### src/rtl/hrk_pkg.sv
// Shared types, constants and lookup functions for the HID report to key event block.
package hrk_pkg;

    localparam int KEY_W         = 7;
    localparam int USAGE_W       = 8;
    localparam int MOD_IN_W      = 8;
    localparam int MOD_COUNT     = 4;
    localparam int MOD_IDX_W     = 2;
    localparam int USAGE_COUNT   = 6;
    localparam int USAGE_IDX_W   = 3;
    localparam int DEF_KEY_SLOTS = 6;
    localparam int QUEUE_DEPTH   = 2;

    // Event kinds on the output word
    localparam logic EVT_KEY  = 1'b0;
    localparam logic EVT_SYNC = 1'b1;

    typedef logic [USAGE_COUNT-1:0][KEY_W-1:0] t_keys;

    // One classified report: low modifier bits and mapped key codes
    typedef struct packed {
        logic [MOD_COUNT-1:0] mods;
        t_keys                keys;
    } t_report;

    // Head of the report queue as seen by the back end
    typedef struct packed {
        logic    valid;
        t_report rpt;
    } t_q_head;

    // Map a HID usage to an input key code; unlisted usages give zero
    function automatic logic [KEY_W-1:0] map_usage(input logic [USAGE_W-1:0] usage);
        logic [KEY_W-1:0] code;
        code = '0;
        case (usage)
            8'h1E: code = 7'd2;    8'h1F: code = 7'd3;    8'h20: code = 7'd4;
            8'h21: code = 7'd5;    8'h22: code = 7'd6;    8'h23: code = 7'd7;
            8'h24: code = 7'd8;    8'h25: code = 7'd9;    8'h26: code = 7'd10;
            8'h27: code = 7'd11;
            8'h14: code = 7'd16;   8'h1A: code = 7'd17;   8'h08: code = 7'd18;
            8'h15: code = 7'd19;   8'h17: code = 7'd20;   8'h1C: code = 7'd21;
            8'h18: code = 7'd22;   8'h0C: code = 7'd23;   8'h12: code = 7'd24;
            8'h13: code = 7'd25;
            8'h04: code = 7'd30;   8'h16: code = 7'd31;   8'h07: code = 7'd32;
            8'h09: code = 7'd33;   8'h0A: code = 7'd34;   8'h0B: code = 7'd35;
            8'h0D: code = 7'd36;   8'h0E: code = 7'd37;   8'h0F: code = 7'd38;
            8'h1D: code = 7'd44;   8'h1B: code = 7'd45;   8'h06: code = 7'd46;
            8'h19: code = 7'd47;   8'h05: code = 7'd48;   8'h11: code = 7'd49;
            8'h10: code = 7'd50;
            8'h28: code = 7'd28;   8'h29: code = 7'd1;    8'h2A: code = 7'd14;
            8'h2B: code = 7'd15;   8'h2C: code = 7'd57;
            8'h36: code = 7'd51;   8'h37: code = 7'd52;
            8'h50: code = 7'd105;  8'h52: code = 7'd103;  8'h51: code = 7'd108;
            8'h4F: code = 7'd106;
            8'h3A: code = 7'd59;   8'h3B: code = 7'd60;   8'h3C: code = 7'd61;
            8'h3D: code = 7'd62;   8'h3E: code = 7'd63;   8'h3F: code = 7'd64;
            8'h40: code = 7'd65;   8'h41: code = 7'd66;   8'h42: code = 7'd67;
            8'h43: code = 7'd68;   8'h44: code = 7'd87;   8'h45: code = 7'd88;
            8'h4A: code = 7'd102;  8'h4B: code = 7'd104;  8'h4E: code = 7'd109;
            8'h4D: code = 7'd107;
            default: code = '0;
        endcase
        return code;
    endfunction

    // Key code of each modifier bit: ctrl, shift, alt, meta
    function automatic logic [KEY_W-1:0] modifier_key(input logic [MOD_IDX_W-1:0] idx);
        logic [KEY_W-1:0] code;
        code = '0;
        case (idx)
            2'd0:    code = 7'd29;
            2'd1:    code = 7'd42;
            2'd2:    code = 7'd56;
            default: code = 7'd125;
        endcase
        return code;
    endfunction

endpackage

### src/rtl/hrk_channels.sv


interface hrk_evt_if;
    logic                        valid;
    logic                        ready;
    logic                        event_kind;
    logic [hrk_pkg::KEY_W-1:0]   key_code;
    logic                        pressed;
    logic                        last;

    modport source (output valid, event_kind, key_code, pressed, last, input ready);
    modport sink   (input valid, event_kind, key_code, pressed, last, output ready);
endinterface

### src/rtl/hrk_back.sv
// Back end: holds key slots and modifier state, emits at most one event per cycle.
module hrk_back #(
    parameter int KEY_SLOTS = hrk_pkg::DEF_KEY_SLOTS
) (
    input  logic             i_clk,
    input  logic             i_rst_n,
    input  hrk_pkg::t_q_head i_head,
    output logic             o_pop,
    hrk_evt_if.source        o_evt
);

    localparam int SLOT_W = (KEY_SLOTS > 1) ? $clog2(KEY_SLOTS) : 1;
    localparam int KW     = hrk_pkg::KEY_W;
    localparam int UC     = hrk_pkg::USAGE_COUNT;
    localparam int MC     = hrk_pkg::MOD_COUNT;

    localparam logic ST_IDLE = 1'b0;
    localparam logic ST_RUN  = 1'b1;

    logic                          r_state, n_state;
    logic [KEY_SLOTS-1:0][KW-1:0]  r_slots, n_slots;
    logic [MC-1:0]                 r_mods, n_mods;
    logic [MC-1:0]                 r_mod_mask, n_mod_mask;
    logic [KEY_SLOTS-1:0]          r_rel_mask, n_rel_mask;
    logic [UC-1:0]                 r_prs_mask, n_prs_mask;
    hrk_pkg::t_keys                r_keys, n_keys;
    logic                          r_any, n_any;
    logic                          r_out_valid, n_out_valid;
    logic                          r_kind, n_kind;
    logic [KW-1:0]                 r_code, n_code;
    logic                          r_pressed, n_pressed;
    logic                          r_last, n_last;

    logic [KEY_SLOTS-1:0]          ld_rel;
    logic [UC-1:0]                 ld_prs;
    logic [hrk_pkg::MOD_IDX_W-1:0] mod_idx;
    logic [SLOT_W-1:0]             rel_idx;
    logic [hrk_pkg::USAGE_IDX_W-1:0] prs_idx;
    logic [SLOT_W-1:0]             free_idx;
    logic                          free_any;
    logic                          can_emit;

    // Classify slots and keys against the new report
    always_comb begin
        for (int s = 0; s < KEY_SLOTS; s++) begin
            ld_rel[s] = (r_slots[s] != '0);
            for (int j = 0; j < UC; j++) begin
                if (i_head.rpt.keys[j] == r_slots[s]) begin
                    ld_rel[s] = 1'b0;
                end
            end
        end
        for (int i = 0; i < UC; i++) begin
            ld_prs[i] = (i_head.rpt.keys[i] != '0);
            for (int s = 0; s < KEY_SLOTS; s++) begin
                if (r_slots[s] == i_head.rpt.keys[i]) begin
                    ld_prs[i] = 1'b0;
                end
            end
            for (int j = 0; j < i; j++) begin
                if (i_head.rpt.keys[j] == i_head.rpt.keys[i]) begin
                    ld_prs[i] = 1'b0;
                end
            end
        end
    end

    // Pick the lowest pending entry of each mask and the first free slot
    always_comb begin
        mod_idx  = '0;
        rel_idx  = '0;
        prs_idx  = '0;
        free_idx = '0;
        free_any = 1'b0;
        for (int k = MC - 1; k >= 0; k--) begin
            if (r_mod_mask[k]) begin
                mod_idx = hrk_pkg::MOD_IDX_W'(k);
            end
        end
        for (int k = KEY_SLOTS - 1; k >= 0; k--) begin
            if (r_rel_mask[k]) begin
                rel_idx = SLOT_W'(k);
            end
            if (r_slots[k] == '0) begin
                free_idx = SLOT_W'(k);
                free_any = 1'b1;
            end
        end
        for (int k = UC - 1; k >= 0; k--) begin
            if (r_prs_mask[k]) begin
                prs_idx = hrk_pkg::USAGE_IDX_W'(k);
            end
        end
    end

    assign can_emit = !r_out_valid || o_evt.ready;

    // Sequence one report: modifiers, releases, presses, sync
    always_comb begin
        n_state     = r_state;
        n_slots     = r_slots;
        n_mods      = r_mods;
        n_mod_mask  = r_mod_mask;
        n_rel_mask  = r_rel_mask;
        n_prs_mask  = r_prs_mask;
        n_keys      = r_keys;
        n_any       = r_any;
        n_out_valid = r_out_valid && !o_evt.ready;
        n_kind      = r_kind;
        n_code      = r_code;
        n_pressed   = r_pressed;
        n_last      = r_last;
        o_pop       = 1'b0;
        unique case (r_state)
            ST_IDLE: begin
                if (i_head.valid) begin
                    o_pop      = 1'b1;
                    n_mod_mask = i_head.rpt.mods ^ r_mods;
                    n_mods     = i_head.rpt.mods;
                    n_rel_mask = ld_rel;
                    n_prs_mask = ld_prs;
                    n_keys     = i_head.rpt.keys;
                    n_any      = 1'b0;
                    n_state    = ST_RUN;
                end
            end
            ST_RUN: begin
                if (can_emit) begin
                    if (r_mod_mask != '0) begin
                        n_mod_mask[mod_idx] = 1'b0;
                        n_out_valid = 1'b1;
                        n_kind      = hrk_pkg::EVT_KEY;
                        n_code      = hrk_pkg::modifier_key(mod_idx);
                        n_pressed   = r_mods[mod_idx];
                        n_last      = 1'b0;
                        n_any       = 1'b1;
                    end else if (r_rel_mask != '0) begin
                        n_rel_mask[rel_idx] = 1'b0;
                        n_slots[rel_idx]    = '0;
                        n_out_valid = 1'b1;
                        n_kind      = hrk_pkg::EVT_KEY;
                        n_code      = r_slots[rel_idx];
                        n_pressed   = 1'b0;
                        n_last      = 1'b0;
                        n_any       = 1'b1;
                    end else if (r_prs_mask != '0) begin
                        // drop the key silently when every slot is taken
                        n_prs_mask[prs_idx] = 1'b0;
                        if (free_any) begin
                            n_slots[free_idx] = r_keys[prs_idx];
                            n_out_valid = 1'b1;
                            n_kind      = hrk_pkg::EVT_KEY;
                            n_code      = r_keys[prs_idx];
                            n_pressed   = 1'b1;
                            n_last      = 1'b0;
                            n_any       = 1'b1;
                        end
                    end else begin
                        if (r_any) begin
                            n_out_valid = 1'b1;
                            n_kind      = hrk_pkg::EVT_SYNC;
                            n_code      = '0;
                            n_pressed   = 1'b0;
                            n_last      = 1'b1;
                        end
                        n_state = ST_IDLE;
                    end
                end
            end
            default: n_state = ST_IDLE;
        endcase
    end

    always_ff @(posedge i_clk) begin
        if (!i_rst_n) begin
            r_state     <= ST_IDLE;
            r_slots     <= '0;
            r_mods      <= '0;
            r_mod_mask  <= '0;
            r_rel_mask  <= '0;
            r_prs_mask  <= '0;
            r_any       <= 1'b0;
            r_out_valid <= 1'b0;
        end else begin
            r_state     <= n_state;
            r_slots     <= n_slots;
            r_mods      <= n_mods;
            r_mod_mask  <= n_mod_mask;
            r_rel_mask  <= n_rel_mask;
            r_prs_mask  <= n_prs_mask;
            r_any       <= n_any;
            r_out_valid <= n_out_valid;
        end
    end

    // Hold report keys and the output word payload
    always_ff @(posedge i_clk) begin
        r_keys    <= n_keys;
        r_kind    <= n_kind;
        r_code    <= n_code;
        r_pressed <= n_pressed;
        r_last    <= n_last;
    end

    assign o_evt.valid      = r_out_valid;
    assign o_evt.event_kind = r_kind;
    assign o_evt.key_code   = r_code;
    assign o_evt.pressed    = r_pressed;
    assign o_evt.last       = r_last;

endmodule

### src/flat_wrapper.sv
// flat-port wrapper written by rule: the top's interface ports become plain ports
module hrk_back_flat 
#(
    parameter int KEY_SLOTS = hrk_pkg::DEF_KEY_SLOTS
)
  (i_clk, i_rst_n, i_head, o_pop, o_evt_valid, o_evt_event_kind, o_evt_key_code, o_evt_pressed, o_evt_last, o_evt_ready);
  hrk_evt_if o_evt_i ();
  input  logic i_clk;
  input  logic i_rst_n;
  input  hrk_pkg::t_q_head i_head;
  output logic o_pop;
  output wire logic [$bits(o_evt_i.valid)-1:0] o_evt_valid;
  output wire logic [$bits(o_evt_i.event_kind)-1:0] o_evt_event_kind;
  output wire logic [$bits(o_evt_i.key_code)-1:0] o_evt_key_code;
  output wire logic [$bits(o_evt_i.pressed)-1:0] o_evt_pressed;
  output wire logic [$bits(o_evt_i.last)-1:0] o_evt_last;
  input wire logic [$bits(o_evt_i.ready)-1:0] o_evt_ready;
  assign o_evt_valid = o_evt_i.valid;
  assign o_evt_event_kind = o_evt_i.event_kind;
  assign o_evt_key_code = o_evt_i.key_code;
  assign o_evt_pressed = o_evt_i.pressed;
  assign o_evt_last = o_evt_i.last;
  assign o_evt_i.ready = o_evt_ready;
  hrk_back #(.KEY_SLOTS(KEY_SLOTS)) u_core (.i_clk(i_clk), .i_rst_n(i_rst_n), .i_head(i_head), .o_pop(o_pop), .o_evt(o_evt_i));
endmodule
### config.mk
export PLATFORM = sky130hd
export DESIGN_NAME = hrk_back_flat
export DESIGN_NICKNAME = d
export VERILOG_FILES = /design/src/rtl/hrk_pkg.sv /design/src/rtl/hrk_channels.sv /design/src/rtl/hrk_back.sv /design/src/flat_wrapper.sv
export SDC_FILE = /design/constraint.sdc
export NUM_CORES = 1
export LEC_CHECK = 0
export BUFFER_PORTS_ARGS = -buffer_cell sky130_fd_sc_hd__buf_2
export CAP_MARGIN = 40
export CORE_MARGIN = 2
export CORE_UTILIZATION = 30
export CTS_CLUSTER_SIZE = 10
export DETAILED_ROUTE_END_ITERATION = 16
export HOLD_SLACK_MARGIN = 0.05
export REMOVE_ABC_BUFFERS = 1
export SETUP_SLACK_MARGIN = 0.3
export SLEW_MARGIN = 20
export SYNTH_ARGS = -nofsm -noshare
export SYNTH_HDL_FRONTEND = slang
export SYNTH_SLANG_ARGS = --single-unit
### constraint.sdc
create_clock -name i_clk -period 5.7 [get_ports i_clk]
set_input_delay 1.14 -clock i_clk [delete_from_list [all_inputs] [get_ports i_clk]]
set_output_delay 1.14 -clock i_clk [all_outputs]
set_load 0.05 [all_outputs]
=== After elaboration in Yosys (flattened, before gate mapping) ===
Cells that the tools add are included.

* Eq/ne operators: 99
* Reduce and logical (&&, ||, !) cells: 41
* Order comparisons: 8
* Bitwise gates (word level): 11
* Multiplexer cells: 184

{| class="wikitable"
|+ Operators with widths
! cell !! count
|-
| == test 7 bit || 87
|-
| 2-to-1 mux 42 bit || 3
|-
| 2-to-1 mux 1 bit || 123
|-
| nonzero test 7 bit || 12
|-
| 2-to-1 mux 7 bit || 9
|-
| 2-to-1 mux 3 bit || 18
|-
| 2-to-1 mux 6 bit || 9
|-
| AND 42 bit || 1
|-
| binary-select mux 7 bit (select 3 bit) || 2
|-
| bitwise mux 42 bit || 1
|-
| demux 7 bit (select 3 bit) || 2
|-
| logical NOT 7 bit || 6
|-
| inverter 42 bit || 1
|-
| one-hot mux 6 bit (2 select lines) || 2
|-
| one-hot mux 7 bit (3 select lines) || 1
|-
| inequality test 2 bit (second input constant) || 7
|-
| AND 6 bit || 2
|-
| < comparator 3 x 4 -> 1 bit (second input constant) || 3
|-
| 2-to-1 mux 4 bit || 3
|-
| inverter 6 bit || 2
|-
| AND reduction 4 bit || 3
|-
| nonzero test 6 bit || 2
|-
| AND reduction 5 bit || 2
|-
| >= comparator 3 x 1 -> 1 bit (second input constant) || 3
|-
| 25 further kinds || 39
|}

* Register bits after elaboration: 116
* Logic and storage cells: 365

=== Longest topological paths before layout ===
* Depth after elaboration: 17
* Mapped depth: 9

=== Worst setup path after synthesis ===
Ideal clock, no wire load.

* Path type: input port to output port
* Start: input i_head[46] in the netlist's numbering
* End: output o_pop
* Path slack: 1.521 ns
* Cell stages on the path: 3
* Data arrival time: 3.039 ns
* Cells stage by stage: nand2_1 > inv_1 > clkbuf_1

* Longest elaborated chain between the ends: 2

{| class="wikitable"
|+ Ends and longest elaborated chain
! what !! RTL line !! RTL
|-
| start: declaration || flat_wrapper.sv:10 || <nowiki>input hrk_pkg::t_q_head i_head;</nowiki>
|-
| 2-to-1 mux 1 bit || hrk_back.sv:116 || <nowiki>if (i_head.valid) begin</nowiki>
|-
| 2-to-1 mux 1 bit || hrk_back.sv:114 || <nowiki>unique case (r_state)</nowiki>
|-
| end: declaration || flat_wrapper.sv:11 || <nowiki>output logic o_pop;</nowiki>
|}

Every way passes these cells.

=== Worst setup path in the final report ===
* Start: register u_core.r_state
* End: output o_pop

* Longest elaborated chain between the ends: 1

{| class="wikitable"
|+ Ends and longest elaborated chain
! what !! RTL line !! RTL
|-
| start: declaration || hrk_back.sv:20 || <nowiki>logic r_state, n_state;</nowiki>
|-
| start signal: assignment || hrk_back.sv:185 || <nowiki>r_state <= n_state;</nowiki>
|-
| 2-to-1 mux 1 bit || hrk_back.sv:114 ||
|}

Every way passes these cells.

==> flow_summary.yaml <==
worst_setup_path:
  crit_slowest_cell: "dfxtp_1"
  path_buf_inv: 3
  crit_fanout: 13
  cpLargestDelayFamily: "flip-flops"
  timing.rr.start: "u_core.r_prs_mask[1]"
  worstSetupStartpointType: "flip-flop"
  cp_num_cells: 4
  path_class: "flip-flop to primary output"
  ff2ff_path_depth: 6
  worstSetupEndpointType: "primary output"
  worstSetupStartpoint: "u_core.r_state"
  arrival_ns: 2.14
  slowest_delay_ns: 0.70
  cp_cell_sequence: "inv_1 > nand2_1 > inv_2 > buf_2"
  required_ns: 4.56
cts:
  post_cts_resized: 0
  cts_htree_levels: 4
  clock_latency_ns: 0.43
  cts_tree: "yes"
  cts_buffers: 17
  clk_pin_slew_worst_paths_ns: 0.06
  cts_hold_buf: 0
  cts_root_buf: "clkbuf_16"
  post_cts_buffers: 0
  clk_path_buf_depth: 2
  cts.sinks: 116
place:
  place_congestion: 0.955
  portBuffers: 61
  dp_hpwl_um: 25200
  placed_cells: 1438
floorplan:
  fp.dieArea_mm2: 0.0336
  start_util_pct: 30.5
  die_h_um: 183
  io_pins: 62
  die_w_um: 183
  core-area_mm2: 0.0316
  rows: 65
routing:
  ant_nets: 0
  vias: 8590
  drc: 0
  avgRoutedWirePerCell_um: 24.6
  drt_iter0_drc: 930
  wl_um: 36100
  dr.pass1.iters: 5
  via_per_inst: 5.84
global_routing:
  grt_remaining_overflow: 0
  grt_usage_pct: 21.5
  grt_pass1_wl_um: 53900
  grt_antenna_before_repair: 0
  grt_max_degree: 54
  grt_pass1_vias: 8349
layout:
  n_fill_cell: 3176
  fin_nets: 1112
  finalNonFillerCells: 1471
  area_growth_pct: 10.4
  multi_input_area_mm2: 0.00628
  drive_above_1_share_pct: 10.8
  seq_area_mm2: 0.00283
  diodes: 0
timing:
  rsz0062_at_grt: "no"
  setup_tns_ns: 0
  skew_ns: 0.00902
  fmax_mhz: 305
  slew_headroom_pct: 45.7
  worst_pin_slew_ns: 0.807
  finalSetupViolations: 0
  fin_crit_ns: 3.28
  finalHoldViolCount: 0
  slew_viol_final: 0
  hold_ws_ns: 0.463
  finalCritPeriodShare_pct: 57.5
synth:
  synthSimpleGateAreaFrac_pct: 16.2
  synthFlopType: "dfxtp_1"
  synth_cell_types: 68
  yosysSeqAreaShare_pct: 29.4
  synth-xor-area-share_pct: 32.8
  synth_edf_count: 51
  synthesis.area_mm2: 0.00963
  synth-adder-area-share_pct: 0.780
  synth_top_family_by_area: "XOR/XNOR gates"
  synth_compound_area_share_pct: 13.7
  ys_async_sr_fraction_pct: 0
  synth_mux_area_share_pct: 1.68
  yosysWarnings: 0
  syn_inst: 1081
  ys_ff_latch: 116
  avgSynthCellArea_um2: 8.91
worst_hold_path:
  min_path_type: "flip-flop to flip-flop"
  hp-start: "u_core.r_any"
  whs_path_depth: 2
power:
  peakVddDrop_mv: 0.192
  power_density_mw_per_mm2: 265
  power.total_mw: 2.82
  p_leak_nw: 3.87
run_status:
  outcome: "complete, no violations"
flow_run:
  cap_viol_max_count: 0
## cell type report
type	instances	area share, %
Clock inverter	15	1.84
Timing Repair Buffer	66	3.17
Multi-Input combinational cell	839	59.1
Clock buffer	17	4.00
Tap cell	402	4.73
Inverter	16	0.565
Sequential cell	116	26.6
## per-layer routing
metal | vias to the layer above | wire [µm] | global-route usage [%]
met5 | - | 0 | 0
met4 | 0 | 1720 | 10.4
met3 | 113 | 3260 | 4.67
met2 | 525 | 15900 | 33.1
met1 | 4142 | 15300 | 28.5
li1 | 3810 | - | -
## worst register-to-register path, cell delays in order, from the launching register on
cell and delay [ns]:
dfxtp_1 0.49, or4_4 0.64, nor3b_2 0.53, a222oi_1 0.29, nand2_1 0.17, and2_0 0.47, a22o_1 0.22
## sequential cells by signal (all words and copies together), names as in the netlist
signal                   count
u_core.r_keys               42
u_core.r_prs_mask            6
u_core.o_evt.valid           1
u_core.r_mods                4
u_core.o_evt.event_kind      1
u_core.r_state               1
u_core.r_mod_mask            4
u_core.r_slots              42
u_core.r_any                 1
u_core.o_evt.pressed         1
u_core.o_evt.key_code        7
u_core.r_rel_mask            6
## power by group
group | switching [mW] | leakage, nW | internal (mW)
Combinational | 0.465 | 2.55 | 0.234
Clock | 0.429 | 0.297 | 0.699
Sequential | 0.0646 | 1.01 | 0.927
Total | 0.959 | 3.87 | 1.86
## stage by stage
step	utilization, %	setup slack, ns	cell area (µm²)
final	33.7	2.42	10600
after global routing	33.7	2.27	10600
after CTS	33.7	2.38	10600
after detailed placement	31.7	2.35	10000
after global placement	31.7	2.28	10000
after floorplan	-	1.94	9170
## kinds of logic after synthesis
kind of cell	after synthesis
XOR/XNOR	361
AND/OR/NAND/NOR	286
AO/OA/AOI/OAI	170
buffers and inverters	126
flip-flops	116
multiplexers	16
adder cells (fa/ha/maj)	6
## synthesized netlist by cell type (all sizes together), types with 22 or more instances
library cell	instances	area, µm²
a21oi	25	129
edfxtp	51	1530
xnor2	183	1600
buf	73	318
clkbuf	37	139
o21ai	22	121
a22o	30	263
dfxtp	65	1300
nor2	35	134
xor2	178	1560
nand2	59	226
nor4	66	428
nand4	54	338
## path summary, 6_finish.rpt
check | endpoint | slack (ns)
worst max register to register | u_core.r_slots[18] | 2.83
worst min-delay path | u_core.r_any | 0.46
worst min register to register | u_core.r_any | 0.46
worst max-delay path | o_pop | 2.42
## placed cells by master (no fill, tap or decap), drive strengths merged, types with 3 or more instances in the layout
cell,netlist,routed
edfxtp,51,51
nor3,18,18
nand4,54,54
o21a,3,3
o2bb2ai,5,5
a31oi,5,5
o41ai,10,10
a22o,30,30
o22ai,4,4
clkinv,0,4
or3,5,5
a21oi,25,25
o21ai,22,22
xnor2,183,183
a41oi,5,5
dfxtp,65,65
o31ai,3,3
o211ai,4,4
inv,16,22
and3,5,5
nand2b,3,3
ha,6,6
nor2,35,35
nor2b,4,4
clkbuf,37,18
a22oi,8,8
nand2,59,59
bufinv,0,3
a222oi,6,6
xor2,178,178
mux2i,15,15
a221o,5,5
nand3,18,18
buf,73,65
a221oi,6,6
and2,10,10
a21boi,8,8
nor4,66,66
o221ai,6,6
Note: power is estimated with default switching activity, not from simulation.
